### config.mk
export PLATFORM = sky130hd
export DESIGN_NAME = spi_prescaler_select_top
export DESIGN_NICKNAME = d
export VERILOG_FILES = /design/src/hdl/spi_ps_pkg.sv /design/src/hdl/spi_ps_cell.sv /design/src/hdl/spi_ps_encode.sv /design/src/hdl/spi_prescaler_select_top.sv
export VERILOG_INCLUDE_DIRS = /design/src /design/src/hdl
export SDC_FILE = /design/constraint.sdc
export NUM_CORES = 2
export LEC_CHECK = 0
export BUFFER_PORTS_ARGS = -buffer_cell sky130_fd_sc_hd__buf_2
export CORE_ASPECT_RATIO = 0.8
export CORE_UTILIZATION = 58
export CTS_CLUSTER_DIAMETER = 60
export CTS_CLUSTER_SIZE = 16
export DETAILED_ROUTE_END_ITERATION = 16
export GPL_ROUTABILITY_DRIVEN = 0
export GPL_TIMING_DRIVEN = 0
export PLACE_DENSITY = 0.74
export SLEW_MARGIN = 0
export SYNTH_ARGS = -nofsm -noshare
export SYNTH_HDL_FRONTEND = slang
export SYNTH_SLANG_ARGS = --single-unit
### constraint.sdc
create_clock -name i_clk -period 11.81 [get_ports i_clk]
set_input_delay 0.5905 -clock i_clk [delete_from_list [all_inputs] [get_ports i_clk]]
set_output_delay 0.5905 -clock i_clk [all_outputs]
set_load 0.02 [all_outputs]
### src/hdl/assert_macros.svh
// assertion macros shared by the serial clock prescaler selector
`ifndef ASSERT_MACROS_SVH
`define ASSERT_MACROS_SVH
`ifndef SYNTH
// property that must hold at every clock edge outside reset
`define ASSERT_ALWAYS(lbl, clk, rst_n, prop) \
    lbl: assert property (@(posedge clk) disable iff (!rst_n) (prop)) \
        else $error("assertion failed");
// implication checked in the same cycle
`define ASSERT_IMPLY(lbl, clk, rst_n, ante, cons) \
    lbl: assert property (@(posedge clk) disable iff (!rst_n) (ante) |-> (cons)) \
        else $error("assertion failed");
`else
`define ASSERT_ALWAYS(lbl, clk, rst_n, prop)
`define ASSERT_IMPLY(lbl, clk, rst_n, ante, cons)
`endif
`endif

### src/hdl/spi_ps_pkg.sv
// types and constants of the serial clock prescaler selector
package spi_ps_pkg;

    localparam int CTL_W   = 16;
    localparam int DIV_W   = 26;
    localparam int NUM_W   = 32;
    localparam int TOUT_W  = 12;
    localparam int SEC_W   = 4;

    // control word bits kept from the input
    localparam logic [CTL_W-1:0] CTL_KEEP_MASK = 16'hFFE0;

    // ratio limits for the primary prescaler choice
    localparam logic [NUM_W-1:0] LIMIT_P1  = 32'd512;
    localparam logic [NUM_W-1:0] LIMIT_P4  = 32'd2051;
    localparam logic [NUM_W-1:0] LIMIT_P16 = 32'd8207;

    // ratio limits for the secondary prescaler choice
    localparam logic [NUM_W-1:0] SEC_SAT_LIMIT = 32'd448;
    localparam logic [NUM_W-1:0] SEC_ONE_LIMIT = 32'd64;
    localparam logic [SEC_W-1:0] SEC_MAX       = 4'd8;
    localparam logic [SEC_W-1:0] SEC_MIN       = 4'd1;

    // primary prescaler codes
    localparam logic [1:0] PCODE_DIV1  = 2'd3;
    localparam logic [1:0] PCODE_DIV4  = 2'd2;
    localparam logic [1:0] PCODE_DIV16 = 2'd1;
    localparam logic [1:0] PCODE_DIV64 = 2'd0;

    // one item travelling through the divider cells
    typedef struct packed {
        logic [CTL_W-1:0] ctl;
        logic [DIV_W-1:0] div;
        logic [DIV_W-1:0] rem;
        logic [NUM_W-1:0] num;
        logic [NUM_W-1:0] quo;
        logic             err;
    } t_div;

    // finished result
    typedef struct packed {
        logic [CTL_W-1:0]  ctl;
        logic [TOUT_W-1:0] timeout;
        logic              err;
    } t_result;

endpackage

### src/hdl/spi_ps_cell.sv
// one restoring division cell: one quotient bit per cell, with its own stall control
module spi_ps_cell
    import spi_ps_pkg::*;
(
    input  logic i_clk,
    input  logic i_rst_n,
    input  logic i_valid,
    input  t_div i_data,
    output logic o_ready,
    output logic o_valid,
    output t_div o_data,
    input  logic i_ready
);

    logic          r_valid;
    t_div          r_data;
    t_div          n_data;
    logic [DIV_W:0] trial;
    logic [DIV_W:0] diff;
    logic          ge;

    // cell takes a new item when empty or when its item moves on
    assign o_ready = !r_valid || i_ready;

    // shift in the next dividend bit and try the subtraction
    always_comb begin
        trial  = {i_data.rem, i_data.num[NUM_W-1]};
        diff   = trial - {1'b0, i_data.div};
        ge     = (trial >= {1'b0, i_data.div});
        n_data = i_data;
        n_data.rem = ge ? diff[DIV_W-1:0] : trial[DIV_W-1:0];
        n_data.num = {i_data.num[NUM_W-2:0], 1'b0};
        n_data.quo = {i_data.quo[NUM_W-2:0], ge};
    end

    // valid flag
    always_ff @(posedge i_clk) begin
        if (!i_rst_n) begin
            r_valid <= 1'b0;
        end else if (o_ready) begin
            r_valid <= i_valid;
        end
    end

    // payload
    always_ff @(posedge i_clk) begin
        if (o_ready && i_valid) begin
            r_data <= n_data;
        end
    end

    assign o_valid = r_valid;
    assign o_data  = r_data;

endmodule

### src/hdl/spi_ps_encode.sv
// maps the divide ratio to prescaler codes, control word and poll timeout
module spi_ps_encode
    import spi_ps_pkg::*;
(
    input  t_div    i_data,
    output t_result o_result
);

    logic [NUM_W-1:0]  q;
    logic [NUM_W-1:0]  scaled;
    logic [1:0]        pcode;
    logic [3:0]        shamt;
    logic [SEC_W-1:0]  sec;
    logic [9:0]        sec_sum;
    logic [TOUT_W-1:0] tout;

    always_comb begin
        q = i_data.quo;

        // primary prescaler: smallest with ratio of 512 or less, else divide by 64
        if (q <= LIMIT_P1) begin
            pcode  = PCODE_DIV1;
            shamt  = 4'd2;
            scaled = q;
        end else if (q <= LIMIT_P4) begin
            pcode  = PCODE_DIV4;
            shamt  = 4'd4;
            scaled = q >> 2;
        end else if (q <= LIMIT_P16) begin
            pcode  = PCODE_DIV16;
            shamt  = 4'd6;
            scaled = q >> 4;
        end else begin
            pcode  = PCODE_DIV64;
            shamt  = 4'd8;
            scaled = q >> 6;
        end

        // secondary prescaler: ceiling of scaled ratio over 64, from 1 to 8
        sec_sum = {1'b0, scaled[8:0]} + 10'd63;
        if (scaled > SEC_SAT_LIMIT) begin
            sec = SEC_MAX;
        end else if (scaled > SEC_ONE_LIMIT) begin
            sec = SEC_W'(sec_sum >> 6);
        end else begin
            sec = SEC_MIN;
        end

        // primary times secondary times four as a shift
        tout = TOUT_W'(sec) << shamt;

        if (i_data.err) begin
            o_result.ctl     = '0;
            o_result.timeout = '0;
            o_result.err     = 1'b1;
        end else begin
            o_result.ctl     = (i_data.ctl & CTL_KEEP_MASK)
                             | {11'd0, 3'(SEC_MAX - sec), pcode};
            o_result.timeout = tout;
            o_result.err     = 1'b0;
        end
    end

endmodule

### src/hdl/spi_prescaler_select_top.sv
// top level of the serial clock prescaler selector
// Picks primary and secondary serial clock prescalers from a core clock and
// a wanted bit rate.
// Input channel (s side): one transfer carries control word, wanted rate and
// core clock. Output channel (m side): one transfer per input carries the
// control word with prescaler codes in bits 4:0 and the poll timeout in
// tdata, and the zero-rate error flag in tuser.
// The ratio clock*64/rate comes from a row of 32 restoring division cells,
// one quotient bit per cell, followed by an output register holding the
// encoded result, so each item passes the cell registers in order and then
// the output register before it appears on the output.
// A new item is accepted every cycle while input ready is high; the cells set
// that rate, each taking an item only when empty or when its own item moves on.
// When the receiver stalls, the output register holds its result and the
// cells behind it keep filling empty slots; input ready drops only once
// every cell and the output register are full.
// Reset (synchronous, active low) empties all cells and the output register.
// There is no kept state between items.
`include "assert_macros.svh"
module spi_prescaler_select_top
    import spi_ps_pkg::*;
(
    input  logic        i_clk,
    input  logic        i_rst_n,
    input  logic        i_s_tvalid,
    output logic        o_s_tready,
    input  logic [71:0] i_s_tdata,  // control_word_in, wanted_rate, core_clock, pad
    output logic        o_m_tvalid,
    input  logic        i_m_tready,
    output logic [31:0] o_m_tdata,  // control_word_out, poll_timeout, pad
    output logic        o_m_tuser   // rate_error
);

    localparam int CELLS = NUM_W;

    logic    cell_valid [CELLS+1];
    logic    cell_ready [CELLS+1];
    t_div    cell_data  [CELLS+1];
    t_result result;
    t_result r_out;
    logic    r_out_valid;
    logic    out_ready;

    // load the first cell from the input transfer
    always_comb begin
        cell_data[0].ctl = i_s_tdata[15:0];
        cell_data[0].div = i_s_tdata[41:16];
        cell_data[0].rem = '0;
        cell_data[0].num = {i_s_tdata[67:42], 6'd0};
        cell_data[0].quo = '0;
        cell_data[0].err = (i_s_tdata[41:16] == '0);
    end
    assign cell_valid[0] = i_s_tvalid;
    assign o_s_tready    = cell_ready[0];

    // row of division cells
    for (genvar g = 0; g < CELLS; g++) begin : g_cell
        spi_ps_cell u_cell (
            .i_clk   (i_clk),
            .i_rst_n (i_rst_n),
            .i_valid (cell_valid[g]),
            .i_data  (cell_data[g]),
            .o_ready (cell_ready[g]),
            .o_valid (cell_valid[g+1]),
            .o_data  (cell_data[g+1]),
            .i_ready (cell_ready[g+1])
        );
    end

    // encode the finished ratio
    spi_ps_encode u_encode (
        .i_data   (cell_data[CELLS]),
        .o_result (result)
    );

    // output register
    assign out_ready         = !r_out_valid || i_m_tready;
    assign cell_ready[CELLS] = out_ready;

    always_ff @(posedge i_clk) begin
        if (!i_rst_n) begin
            r_out_valid <= 1'b0;
        end else if (out_ready) begin
            r_out_valid <= cell_valid[CELLS];
        end
    end

    always_ff @(posedge i_clk) begin
        if (out_ready && cell_valid[CELLS]) begin
            r_out <= result;
        end
    end

    assign o_m_tvalid = r_out_valid;
    assign o_m_tdata  = {4'd0, r_out.timeout, r_out.ctl};
    assign o_m_tuser  = r_out.err;

    // checks
    `ASSERT_IMPLY(a_err_zero, i_clk, i_rst_n, o_m_tvalid && o_m_tuser, o_m_tdata == '0)
    `ASSERT_IMPLY(a_tout_nonzero, i_clk, i_rst_n, o_m_tvalid && !o_m_tuser, o_m_tdata[27:16] != '0)
    `ASSERT_IMPLY(a_stall_only_full, i_clk, i_rst_n, !o_s_tready, o_m_tvalid && !i_m_tready)

endmodule

* Word-level counts from Yosys, hierarchy flattened
Index checks and enable logic that the tools add are counted.
** Word-level totals
- Output and inout bits :: 35
- Memories kept :: 0
- Logic and storage cells :: 440
- ROM bits :: 0
- RAM bits :: 0
- Input port bits :: 76
- Flip-flop bits (word level) :: 3071
- Bits in latches :: 0
** Cells by class
- Divide/modulo/power cells :: 0
- $lt $le $gt $ge :: 37
- Reduce and logical (&&, ||, !) cells :: 100
- Multipliers :: 0
- Mux-type cells :: 43
- Bitwise operators :: 1
- Eq/ne operators :: 0
- $add $sub $neg :: 33
- Shift-type cells :: 1
** Operators by type and width (number)
- >= comparator 27 x 26 -> 1 bit :: 31
- two-way mux 26 bit :: 30
- subtractor 26 bit :: 30
- logical AND 1 bit :: 33
- zero test 1 bit :: 33
- logical OR 1 bit :: 33
- > comparator 32 x 7 -> 1 bit, second input constant :: 1
- > comparator 32 x 9 -> 1 bit, second input constant :: 1
- <= comparator 32 x 10 -> 1 bit, second input constant :: 1
- <= comparator 32 x 12 -> 1 bit, second input constant :: 1
- <= comparator 32 x 14 -> 1 bit, second input constant :: 1
- two-way mux 32 bit :: 1
- two-way mux 30 bit :: 1
- two-way mux 28 bit :: 1
- >= comparator 1 x 26 -> 1 bit :: 1
- zero test 26 bit :: 1
- subtractor 1 x 26 -> 26 bit :: 1
- two-way mux 4 bit :: 5
- OR 16 x 5 -> 16 bit :: 1
- left shift 4 x 4 -> 12 bit :: 1
- adder 9 x 6 -> 10 bit, second input constant :: 1
- two-way mux 2 bit :: 2
- two-way mux 1 bit :: 3
- subtractor 1 x 3 -> 3 bit, first input constant :: 1

* Depth between registers and ports, before layout
- Depth in word-level cells :: 35
- Depth in mapped cells :: 14
- Mapped depth without buffers :: 13

* Hierarchy
A second synthesis with hierarchy kept.
** Unflattened totals
- Cells, all modules :: 12675
- Area, all modules :: 191859.0 um^2
** Modules (own cells, without submodules)
- spi_ps_cell (g_cell[13].u_cell ...) :: times used 23, cells an instance 382, seq. area each 3983.8 um^2, area an instance 5914.4 um^2
- spi_ps_cell (g_cell[0].u_cell ...) :: times used 7, cells an instance 408, seq. area each 3983.8 um^2, area an instance 5980.7 um^2
- spi_ps_cell (g_cell[22].u_cell) :: times used 1, cells an instance 420, seq. area each 3983.8 um^2, area an instance 6015.8 um^2
- spi_ps_cell (g_cell[12].u_cell) :: times used 1, cells an instance 403, seq. area each 3983.8 um^2, area an instance 5959.5 um^2
- spi_prescaler_select_top :: times used 1, cells an instance 49, seq. area each 890.9 um^2, area an instance 1004.7 um^2
- spi_ps_encode :: times used 1, cells an instance 161, seq. area each 0.0 um^2, area an instance 982.2 um^2

* Worst setup path before layout
No wires, ideal clock.
- Kind :: input port to flip-flop
- Start point :: input i_m_tready
- End point :: register g_cell[2].u_cell.r_data, in the netlist g_cell[2].u_cell.o_data[0], enable pin
- Data required time :: 11134 ps
- Path buffers :: 0
- Library setup time :: 676 ps
- Path slack :: 2784 ps
- Arrival :: 8350 ps
- Stages on the path :: 9
- Cell sequence :: nor2b_1 -> nand3_1 -> nor4_1 -> and2_1 -> and3_1 -> and3_1 -> and2_1 -> and3_1 -> a21boi_0
** Between the ends
- Word-level cells in the longest chain between the ends :: 32
** RTL lines
- start, declared :: line spi_prescaler_select_top.sv:29 : input logic i_m_tready,
- logical OR 1 bit :: line spi_prescaler_select_top.sv:77 : assign out_ready = !r_out_valid || i_m_tready;
- logical OR 1 bit (30 in a row) :: line spi_ps_cell.sv:23 : assign o_ready = !r_valid || i_ready;
- logical AND 1 bit :: line spi_ps_cell.sv:47 : if (o_ready && i_valid) begin
- end signal, assigned :: line spi_ps_cell.sv:48 : r_data <= n_data;
- end, declared :: line spi_ps_cell.sv:16 : t_div r_data;
No other way between the ends.
A chain may end at the register's enable or synchronous reset.

* Worst setup path after layout
- Start point :: register r_out_valid (netlist: o_m_tvalid)
- End point :: output o_s_tready
** Between the ends
- Word-level cells in the longest chain between the ends :: 34
** RTL lines
- start, declared :: line spi_prescaler_select_top.sv:41 : logic r_out_valid;
- start signal, assigned :: line spi_prescaler_select_top.sv:84 : r_out_valid <= cell_valid[CELLS];
- zero test 1 bit :: line spi_prescaler_select_top.sv:77
- logical OR 1 bit :: line spi_prescaler_select_top.sv:77
- logical OR 1 bit (32 in a row) :: line spi_ps_cell.sv:23
- end, declared :: line spi_prescaler_select_top.sv:26 : output logic o_s_tready,
No other way between the ends.

==> metrics.md <==
| Metric | Value |
|---|---|
| Clock tree buffer depth | 4 |
| Drt total wl | 309 mm |
| Final worst path period need | 5280 ps |
| Total CTS buffers | 221 |
| Share of layout cells above drive strength 1 | 6.14% |
| Synth Register Bits | roughly 2900 |
| Number of H-tree levels | 4 |
| Worst setup SP type | flip-flop |
| WL/cell | 21.4 µm |
| Clk pwr share | 37.3% |
| Register area | approximately 87000 µm² |
| Yosys cell types | 96 |
| Post-synth EDFFs | 2878 |
| Final setup skew | 86.7 ps |
| Required time of the critical path | 11220 ps |
| Routing usage on met3 | 3.83% |
| CP endpoint kind | primary output |
| ANT nets after route | 0 |
| Crit Path Class | flip-flop to primary output |
| Nets | 12100 |
| VDD IR-drop max | about 0.00012 V |
| Area leader, netlist | edfxtp_1 |
| Num ports | 111 |
| Via count | roughly 90000 |
| Antenna violations before repair | 5 |
| Slew @ Worst Pin | just over 1000 ps |
| Critical path arrival | roughly 4700 ps |
| GR peak layer | met2 |
| Most common cell after layout, fill and taps aside | edfxtp_1 |
| Max Slew Vio Count | 0 |
| Pwr dens | roughly 120 nW/µm² |
| Post-synth ARST share | 0% |
| Synthesized area per cell | 12.8 µm² |
| NetSw | 0.00376 W |
| Sw frac | ~20% |
| Vert. Die Dim | 438 µm |
| Cells after Synth | 10700 |
| Filler instances | 16800 |
| Sequential fraction of the synthesis area | about 63% |
| Post-CTS setup buffers | 0 |
| CP Max Fanout | 8 |
| Final hold vios | 0 |
| Mapped cell area | 138000 µm² |
| Sequential share of power | 60.4% |
| Largest cells by area after synthesis | edfxtp_1 (63%), ha_1 (7.3%), inv_1 (2.8%), a21oi_1 (2.4%), o21ai_0 (2.4%) |
| Clk slew on worst S/H paths | 70 ps |
| Num rows | 159 |
| Max-Cap Viols | 0 |
| DRC Markers | 0 |
| Commonest cells after routing, fill and taps aside | edfxtp_1 (2878), inv_1 (1017), ha_1 (808), nand2_1 (778) |
| Ys flop type | edfxtp_1 |
| Unrepaired setup endpoints after global routing | false |
| Initial DRC Count | 9917 |
| Fin worst setup slack | 6530 ps |
| Via density per instance | 6.07 |
| DR pass1 iterations | 8 |
| Final Setup Violations | 0 |
| R2r worst-path depth | 13 |
| Period utilization | about 45% |
| HPWL after DPL | 229 mm |
| LEAKAGE | ~57 nW |
| Hold Buf Count CTS | 64 |
| Hold Path Depth | 3 |
| Relative slew slack | 30.7% |
| Root Buffer | clkbuf_16 |
| Clk Latency, worst-skew pair | 910 ps |
| Status | completed |
| Initial core utilization | 58.6% |
| Post-cts resize count | 0 |
| Comb pwr share | 2.3% |
| Pint | 0.0150 W |
| Synth Warn # | 0 |
| Gr ovfl total | 0 |
| Worst slack, placed | 6780 ps |
| Clock sink count | 2911 |
| Area delta synth->final | 9.84% |
| Maximum number of pins on one net before global-route repair | 69 |
| GR Util All Layers | between 20% and 30% |
| Port Buffers | 97 |
| Multi-input gate area | between 40000 and 50000 µm² |
| Core region area | 236000 µm² |
| Yosys top cell area share | 62.7% |
| Met2 GRT Util | 39.9% |
| Die width | 547 µm |
| GR Layer Usage met1 | 37.0% |
| First-pass GRT wire length | roughly 480 mm |
| Die area | roughly 240000 µm² |
| CTS tree | built |
| Hold WC Path Type | primary input to flip-flop |
| Pwr Total | 0.0187 W |
| Vias in the first global route | 84700 |
| F_max | 190 MHz |
## power by group through the flow
| stage | clock network, W | logic [W] | registers, W |
|---|---|---|---|
| after floorplan | 0 | 0.000276 | 0.0115 |
| after CTS | 0.00710 | 0.000418 | 0.0113 |
| final | 0.00699 | 0.000427 | 0.0113 |
| after global placement | 0 | 0.000368 | 0.0115 |
| after global routing | 0.00745 | 0.000463 | 0.0113 |
| after detailed placement | 0 | 0.000399 | 0.0115 |
## worst max-delay path, cell delays in order, from the launching register on
cell,delay [ps]
dfxtp_1,320
nor2b_1,630
nand3_1,230
nor4_1,790
and2_1,430
and3_1,410
and2_1,280
and4_1,400
nand2_1,130
buf_2,180
## metal layers
metal | vias to the layer above | wire [µm]
li1 | 40700 | -
met1 | 42500 | 136000
met2 | 3890 | 139000
met3 | 612 | 25000
met4 | 2 | 9470
met5 | - | 8
## flip-flops by register name, summed over array words and instances (netlist names)
signal	count
o_m_tvalid	1
o_m_tuser	1
o_m_tdata	28
g_cell.u_cell.o_data	2849
g_cell.u_cell.o_valid	32
## synthesized netlist by cell type (all sizes together), types with 101 or more instances
| library cell | instances |
|---|---|
| inv | 1024 |
| nand4 | 101 |
| ha | 808 |
| mux2 | 168 |
| o21a | 154 |
| edfxtp | 2878 |
| xor2 | 248 |
| nand2 | 779 |
| nor2b | 146 |
| nor3 | 164 |
| nand2b | 163 |
| clkbuf | 134 |
| a21o | 352 |
| a21oi | 667 |
| nor2 | 471 |
| o21ai | 810 |
| xnor2 | 320 |
| nand3 | 122 |
## final timing paths
check / start / end / slack [ps]
worst max register to register: o_m_tvalid / g_cell[2].u_cell.o_data[60] / 7020
worst max-delay path: o_m_tvalid / o_s_tready / 6530
worst min-delay path: i_s_tdata[67] / g_cell[0].u_cell.o_data[65] / 110
worst min register to register: g_cell[30].u_cell.o_data[25] / g_cell[31].u_cell.o_data[26] / 370
## stage by stage
| step | hold slack [ps] | TNS (ps) | cells | util [%] | area [µm²] |
|---|---|---|---|---|---|
| after CTS | 62.1 | 0 | 14400 | 64.3 | 151000 |
| after global placement | 400 | -498320 | 14000 | 60.4 | 142000 |
| after floorplan | 400 | 0 | 10700 | - | 138000 |
| after detailed placement | 405 | 0 | 14100 | 61.4 | 145000 |
| final | 113 | 0 | 14400 | 64.3 | 151000 |
| after global routing | 116 | 0 | 14400 | 64.3 | 151000 |
## cells by family after synthesis
| group | Yosys count | synth area share [%] |
|---|---|---|
| XOR/XNOR | 568 | 3.61 |
| buffers and inverters | 1225 | 3.40 |
| flip-flops | 2911 | 63.1 |
| multiplexers | 201 | 1.61 |
| other | 1 | 0.00272 |
| adder cells (fa/ha/maj) | 838 | 7.77 |
| AO/OA/AOI/OAI | 2719 | 12.5 |
| AND/OR/NAND/NOR | 2279 | 8.02 |
## cell type report
class,count,share of cell area [%]
antenna,2,0.00330
inverter,1024,2.54
tap,3139,2.59
sequential,2911,57.5
buffer,201,0.562
timing repair buffer,253,2.06
multi-input combinational,6611,30.7
clock buffer,257,3.75
clock inverter,46,0.337
No activity file was read; power rests on OpenSTA's default activity.
